[config.mk]
export PLATFORM = sky130hd
export DESIGN_NAME = clip_rect_stack_unit
export DESIGN_NICKNAME = d
export VERILOG_FILES = /design/src/sv/crs_pkg.sv /design/src/sv/crs_cell.sv /design/src/sv/crs_isect.sv /design/src/sv/clip_rect_stack_unit.sv
export SDC_FILE = /design/constraint.sdc
export NUM_CORES = 2
export LEC_CHECK = 0
export BUFFER_PORTS_ARGS = -buffer_cell sky130_fd_sc_hd__buf_2
export CAP_MARGIN = 25
export CORE_MARGIN = 1.5
export CORE_UTILIZATION = 30
export DETAILED_ROUTE_END_ITERATION = 10
export PLACE_DENSITY = 0.54
export SLEW_MARGIN = 20
export SYNTH_ARGS = -nofsm -noshare
export SYNTH_HDL_FRONTEND = slang
export SYNTH_SLANG_ARGS = --single-unit
[constraint.sdc]
create_clock -name clk -period 8 [get_ports clk]
set_input_delay 1.6 -clock clk [delete_from_list [all_inputs] [get_ports clk]]
set_output_delay 1.6 -clock clk [all_outputs]
set_load 0.005 [all_outputs]
[src/sv/crs_pkg.sv]
// shared types and codes for the clip rectangle stack
package crs_pkg;

	localparam int STACK_DEPTH_DEF = 16;
	localparam int DEPTH_W = 4;

	localparam logic [1:0] OP_INIT = 2'd0;
	localparam logic [1:0] OP_PUSH = 2'd1;
	localparam logic [1:0] OP_POP  = 2'd2;

	typedef struct packed {
		logic [14:0]        h;
		logic [14:0]        w;
		logic signed [15:0] y;
		logic signed [15:0] x;
	} rect_t;

	// per-cell load controls
	typedef struct packed {
		logic take_up;
		logic take_dn;
	} cell_ctl_t;

endpackage

[src/sv/crs_cell.sv]
// one stack cell: holds an entry, loads from the neighbor above or below
module crs_cell (
	input  logic               clk,
	input  logic               arst_n,
	input  crs_pkg::cell_ctl_t ctl,
	input  crs_pkg::rect_t     from_up,
	input  crs_pkg::rect_t     from_dn,
	output crs_pkg::rect_t     ent
);
	import crs_pkg::*;

	rect_t ent_q;

	always_ff @(posedge clk or negedge arst_n) begin
		if (!arst_n) begin
			ent_q <= '0;
		end else if (ctl.take_up) begin
			ent_q <= from_up;
		end else if (ctl.take_dn) begin
			ent_q <= from_dn;
		end
	end

	assign ent = ent_q;

endmodule

[src/sv/crs_isect.sv]
// intersection of a pushed rectangle with the top entry, sizes clamped at zero
module crs_isect (
	input  crs_pkg::rect_t rect,
	input  crs_pkg::rect_t top,
	output crs_pkg::rect_t res
);
	import crs_pkg::*;

	logic signed [16:0] r_x1, r_y1, t_x1, t_y1, min_x1, min_y1;
	logic signed [15:0] x0, y0;
	logic signed [17:0] nw, nh;

	always_comb begin
		r_x1 = {rect.x[15], rect.x} + $signed({2'b00, rect.w});
		r_y1 = {rect.y[15], rect.y} + $signed({2'b00, rect.h});
		t_x1 = {top.x[15], top.x} + $signed({2'b00, top.w});
		t_y1 = {top.y[15], top.y} + $signed({2'b00, top.h});
		x0 = (rect.x > top.x) ? rect.x : top.x;
		y0 = (rect.y > top.y) ? rect.y : top.y;
		min_x1 = (r_x1 < t_x1) ? r_x1 : t_x1;
		min_y1 = (r_y1 < t_y1) ? r_y1 : t_y1;
		nw = {min_x1[16], min_x1} - {{2{x0[15]}}, x0};
		nh = {min_y1[16], min_y1} - {{2{y0[15]}}, y0};
		res.x = x0;
		res.y = y0;
		res.w = nw[17] ? 15'd0 : nw[14:0];
		res.h = nh[17] ? 15'd0 : nh[14:0];
	end

endmodule

[src/sv/clip_rect_stack_unit.sv]
// clip rectangle stack: a row of shifting cells, top entry in cell zero
//
//  channel | signals                    | payload
//  --------+----------------------------+------------------------------------
//  in      | s_tvalid s_tready          | tdata x y w h, tuser op
//  out     | m_tvalid m_tready          | tdata clip x y w h depth, tuser status
//
// one request per cycle while the output is not stalled; the result is registered, in the cycle after acceptance
// push shifts every cell down one place, pop shifts every cell up one place
// reset clears all cells, the depth and the output register
// s_tready is low only while a result waits and m_tready is low
module clip_rect_stack_unit #(
	parameter int STACK_DEPTH = crs_pkg::STACK_DEPTH_DEF
) (
	input  logic        clk,
	input  logic        arst_n,
	input  logic        s_tvalid,
	output logic        s_tready,
	input  logic [63:0] s_tdata,   // rect_x[15:0] rect_y[31:16] rect_w[46:32] rect_h[61:47]
	input  logic [1:0]  s_tuser,   // op[1:0]
	output logic        m_tvalid,
	input  logic        m_tready,
	output logic [71:0] m_tdata,   // clip_x[15:0] clip_y[31:16] clip_w[46:32] clip_h[61:47]
	                               // depth[65:62]
	output logic [0:0]  m_tuser    // status[0]
);
	import crs_pkg::*;

	localparam int IW = $clog2(STACK_DEPTH);

	rect_t     ent [STACK_DEPTH];
	cell_ctl_t ctl [STACK_DEPTH];
	rect_t     in_rect, isect_res, head, nxt_rect;
	logic [IW-1:0] top_q, top_nxt;
	logic [IW+3:0] depth_ext;
	logic      accept, full, at_base, do_push, do_pop, do_init, ignored;
	logic      out_vld_q, status_q;
	rect_t     clip_q;
	logic [DEPTH_W-1:0] depth_q;

	assign in_rect = s_tdata[61:0];
	assign accept  = s_tvalid && s_tready;
	assign s_tready = !out_vld_q || m_tready;

	assign full    = (top_q == IW'(STACK_DEPTH - 1));
	assign at_base = (top_q == '0);
	assign do_init = (s_tuser == OP_INIT);
	assign do_push = (s_tuser == OP_PUSH) && !full;
	assign do_pop  = (s_tuser == OP_POP) && !at_base;
	assign ignored = !(do_init || do_push || do_pop);

	crs_isect u_isect (
		.rect (in_rect),
		.top  (ent[0]),
		.res  (isect_res)
	);

	assign head = do_init ? in_rect : isect_res;

	genvar k;
	generate
		for (k = 0; k < STACK_DEPTH; k++) begin : g_cell
			rect_t up_w, dn_w;
			if (k == 0) begin : g_head
				assign up_w = head;
			end else begin : g_mid
				assign up_w = ent[k-1];
			end
			if (k == STACK_DEPTH - 1) begin : g_tail
				assign dn_w = '0;
			end else begin : g_body
				assign dn_w = ent[k+1];
			end
			assign ctl[k].take_up = accept && (do_push || (do_init && k == 0));
			assign ctl[k].take_dn = accept && do_pop;

			crs_cell u_cell (
				.clk     (clk),
				.arst_n  (arst_n),
				.ctl     (ctl[k]),
				.from_up (up_w),
				.from_dn (dn_w),
				.ent     (ent[k])
			);
		end
	endgenerate

	always_comb begin
		top_nxt  = top_q;
		nxt_rect = ent[0];
		if (do_init) begin
			top_nxt  = '0;
			nxt_rect = in_rect;
		end else if (do_push) begin
			top_nxt  = top_q + 1'b1;
			nxt_rect = isect_res;
		end else if (do_pop) begin
			top_nxt  = top_q - 1'b1;
			nxt_rect = ent[1];
		end
	end

	assign depth_ext = {4'b0000, top_nxt};

	always_ff @(posedge clk or negedge arst_n) begin
		if (!arst_n) begin
			top_q     <= '0;
			out_vld_q <= 1'b0;
		end else begin
			if (accept) begin
				top_q     <= top_nxt;
				out_vld_q <= 1'b1;
			end else if (m_tready) begin
				out_vld_q <= 1'b0;
			end
		end
	end

	// result payload, loaded with each request
	always_ff @(posedge clk or negedge arst_n) begin
		if (!arst_n) begin
			clip_q   <= '0;
			depth_q  <= '0;
			status_q <= 1'b0;
		end else if (accept) begin
			clip_q   <= nxt_rect;
			depth_q  <= depth_ext[3:0];
			status_q <= ignored;
		end
	end

	assign m_tvalid = out_vld_q;
	assign m_tdata  = {6'b000000, depth_q, clip_q};
	assign m_tuser  = status_q;

endmodule
==> flow_summary_export.csv <==
group,metric,value,unit
logic_synthesis,ys_async_sr_fraction,100,%
floorplanning,die_w,428,microns
logic_synthesis,synth_ff_type,"dfrtp_1",
grt,grt_max_degree,223,
pwr,power.internal,0.0172,W
clock_network,cts_tree,"done",
route,viasPerCell,5.11,
pwr,power.switching,0.0121,W
logic_synthesis,yosysUniqueCellTypes,83,
floorplanning,fp.dieH,428,microns
logic_synthesis,synth_edf_count,0,
setup_path,crit_path_max_incr_delay,0.46,ns
status,status,"complete, no violations",
sta,grt_setup_unrepaired,"false",
cells_and_area,drive_gt1_share,8.22,%
floorplanning,start_util,30.3,%
clock_network,cts-buffers-inserted,111,
floorplanning,die_area,183000,sq um
setup_path,start_kind,"input port",
logic_synthesis,synthAdderAreaFrac,3.91,%
clock_network,clock-sinks,1060,
grt,overflow,0,
grt,antenna_found_initial,1,
route,drt-wirelength-per-cell,16.5,microns
floorplanning,fp-row-count,155,
floorplanning,io_pins,145,
sta,maxSlewHeadroom,15.9,%
logic_synthesis,syn_area,54100,sq um
grt,gr-usage-all-layers,15.6,%
sta,fmax,132,MHz
sta,finalMaxSlewViolations,0,
pwr,power,0.0293,W
setup_path,arrival,8.17,ns
pwr,p_leak,27.0,nW
sta,fin_crit_sh,94.4,%
min_path,min_to,"m_tdata[14]$_DFFE_PN0P_",
logic_synthesis,synth_top_family_by_area,"simple AND/OR/NAND/NOR gates",
logic_synthesis,ys_ff_latch,1060,
cells_and_area,final_common_cell,"nand2_1",
route,drtIter0Drc,5019,
pwr,pwr-share-clk,17.9,%
min_path,whs_path_depth,2,
placement,portBuffers,136,
sta,worst_pin_slew,1.26,ns
logic_synthesis,synthMuxAreaShare,1.75,%
pwr,power.density,477,nW/um^2
grt,grt_pass1_vias,40600,
clock_network,cts_resized,0,
setup_path,critPathMaxFanout,2,
placement,dp.final_hpwl,92.7,mm
placement,place_area,57600,sq um
setup_path,path_class,"in2reg",
pwr,combPwrFrac,46.9,%
setup_path,required,8.62,ns
sta,period_needed,7.55,ns
pwr,vdd_drop_max,0.000284,V
clock_network,clk_latency,0.72,ns
route,antenna_left,0,
sta,skew,0.0339,ns
logic_synthesis,ys_warn_count,0,
logic_synthesis,synth_compound_area_share,18.6,%
pwr,switching_share,41.4,%
sta,hold_ws,0.494,ns
setup_path,cp_slowest_cell,"or3b_2",
logic_synthesis,netlist_instances,6506,
clock_network,holdBufCountCts,0,
clock_network,clkTransAtPathRegs,0.07,ns
grt,grt_pass1_wl,235,mm
logic_synthesis,synth-seq-area-share,49.0,%
logic_synthesis,synth_xor_area_share,1.21,%
setup_path,r2r-start,"g_cell[0].u_cell.ent[47]$_DFFE_PN0P_",
run,maxCapViolCount,0,
route,dr_total_vias,45400,
cells_and_area,final_cell_mix,"1894 x nand2_1, 1060 x dfrtp_1, 977 x nor2_1",
setup_path,crit_path_end_kind,"flip-flop",
pwr,p_seq_share,35.2,%
sta,setup-violations-final,0,
setup_path,reg2reg_depth,29,
clock_network,cts_setup_buffers,0,
clock_network,clock_path_buffers,3,
route,drc,0,
min_path,worstHoldStart,"m_tdata[14]$_DFFE_PN0P_",
logic_synthesis,synth-simple-area-share,21.4,%
logic_synthesis,post_synth.cell_area_avg,8.32,sq um
setup_path,rrSetupSlack,0.60,ns
cells_and_area,fin_area,61300,sq um
route,wirelength,147,mm
min_path,hp-class,"reg2reg",
cells_and_area,layout.nets,6680,
cells_and_area,area_growth,13.2,%
clock_network,cts_max_level,3,
route,drt-pass1-iter-count,8,
clock_network,cts_root_buffer,"clkbuf_16",
floorplanning,coreArea,179000,sq um
placement,routabilityCongestion,0.879,
sta,finalHoldViolCount,0,
setup_path,timing.rr.end,"g_cell[0].u_cell.ent[61]$_DFFE_PN0P_",
cells_and_area,insertedDiodeCount,0,
## power by group through the flow
stage               registers (W)  logic [W]  clock network, W
finish                     0.0103     0.0137           0.00523
global route               0.0107     0.0154           0.00562
CTS                        0.0103     0.0138           0.00541
detailed placement         0.0104     0.0137                 0
global placement           0.0103     0.0136                 0
floorplan                 0.00950    0.00969                 0
## synth_stat cells (all sizes together) (8+ instances only)
cell type,number,area (sq um)
nor3,18,95.1
a22o,65,569
clkbuf,425,1600
dfrtp,1060,26500
a221oi,15,138
o221a,17,191
o211ai,22,165
xnor2,44,385
a211oi,26,200
nand2b,19,119
ha,158,1980
o21bai,15,113
nand4,9,56.3
inv,87,327
a21oi,188,941
mux2i,87,871
o221ai,17,149
or2,8,52.6
nor2,981,3680
xor2,31,272
o211a,16,160
a21o,42,315
nand3,13,65.1
nand2,1898,7130
o21ai,117,601
o21a,21,158
or3,16,100
buf,55,259
a31oi,908,5700
a311oi,27,260
nor2b,18,113
## cell type report
class                      instances  area, sq um
inverter                          88          330
sequential                      1060        26500
fill                           18300       118000
tap                             2355         2950
clock inverter                    27          270
multi-input combinational       4883        25500
clock buffer                     174         3410
timing repair buffer             301         2310
## cell families (layout without fill, tap and decap cells)
group	after synthesis	after routing
XOR/XNOR	75	75
adder cells (fa/ha/maj)	165	165
buffers and inverters	568	590
other	1	6
multiplexers	94	94
flip-flops	1060	1060
AND/OR/NAND/NOR	3003	3003
AO/OA/AOI/OAI	1540	1540
## state kept, by name (all words and copies together), names as in the netlist
signal             flops
m_tdata               62
m_tvalid               1
depth_q                4
m_tuser                1
g_cell.u_cell.ent    992
## layer usage
layer | up-vias | wire (microns) | global-route usage (%)
met5 | - | 0 | 0
met4 | 0 | 2370 | 3.76
met3 | 142 | 7200 | 1.87
met2 | 1197 | 61400 | 22.2
met1 | 21800 | 76000 | 24.6
li1 | 22300 | - | -
## critical path: cells and delay by family
| family | cells | cell delay, ns |
|---|---|---|
| compound gates | 15 | 3.52 |
| fa+ha+maj | 5 | 1.28 |
| simple gates | 5 | 0.91 |
| buf+inv | 5 | 0.51 |
| mux | 1 | 0.17 |
| xor+xnor | 1 | 0.17 |
## stage by stage
step	cells	setup TNS, ns	setup WS [ns]	utilization [%]
after floorplan	6511	0	0.573	-
after global placement	8682	-1.21	-0.229	32.2
after detailed placement	8685	-1.36	-0.270	32.2
after CTS	8886	0	0.501	34.2
after global routing	8888	0	0.0807	34.3
final	8888	0	0.447	34.3
## worst max path at each step
stage               slack [ns]  cells past startpoint                              endpoint                                  from
floorplan                 0.57                     30  g_cell[0].u_cell.ent[61]$_DFFE_PN0P_                           s_tdata[16]
global placement         -0.23                     32  g_cell[0].u_cell.ent[61]$_DFFE_PN0P_                           s_tdata[16]
detailed placement       -0.27                     32  g_cell[0].u_cell.ent[61]$_DFFE_PN0P_                           s_tdata[16]
CTS                       0.50                     32  g_cell[0].u_cell.ent[61]$_DFFE_PN0P_                           s_tdata[16]
global route              0.08                     29  g_cell[0].u_cell.ent[61]$_DFFE_PN0P_  g_cell[0].u_cell.ent[47]$_DFFE_PN0P_
finish                    0.45                     32  g_cell[0].u_cell.ent[61]$_DFFE_PN0P_                           s_tdata[16]
Power figures use the tool's default switching activity.
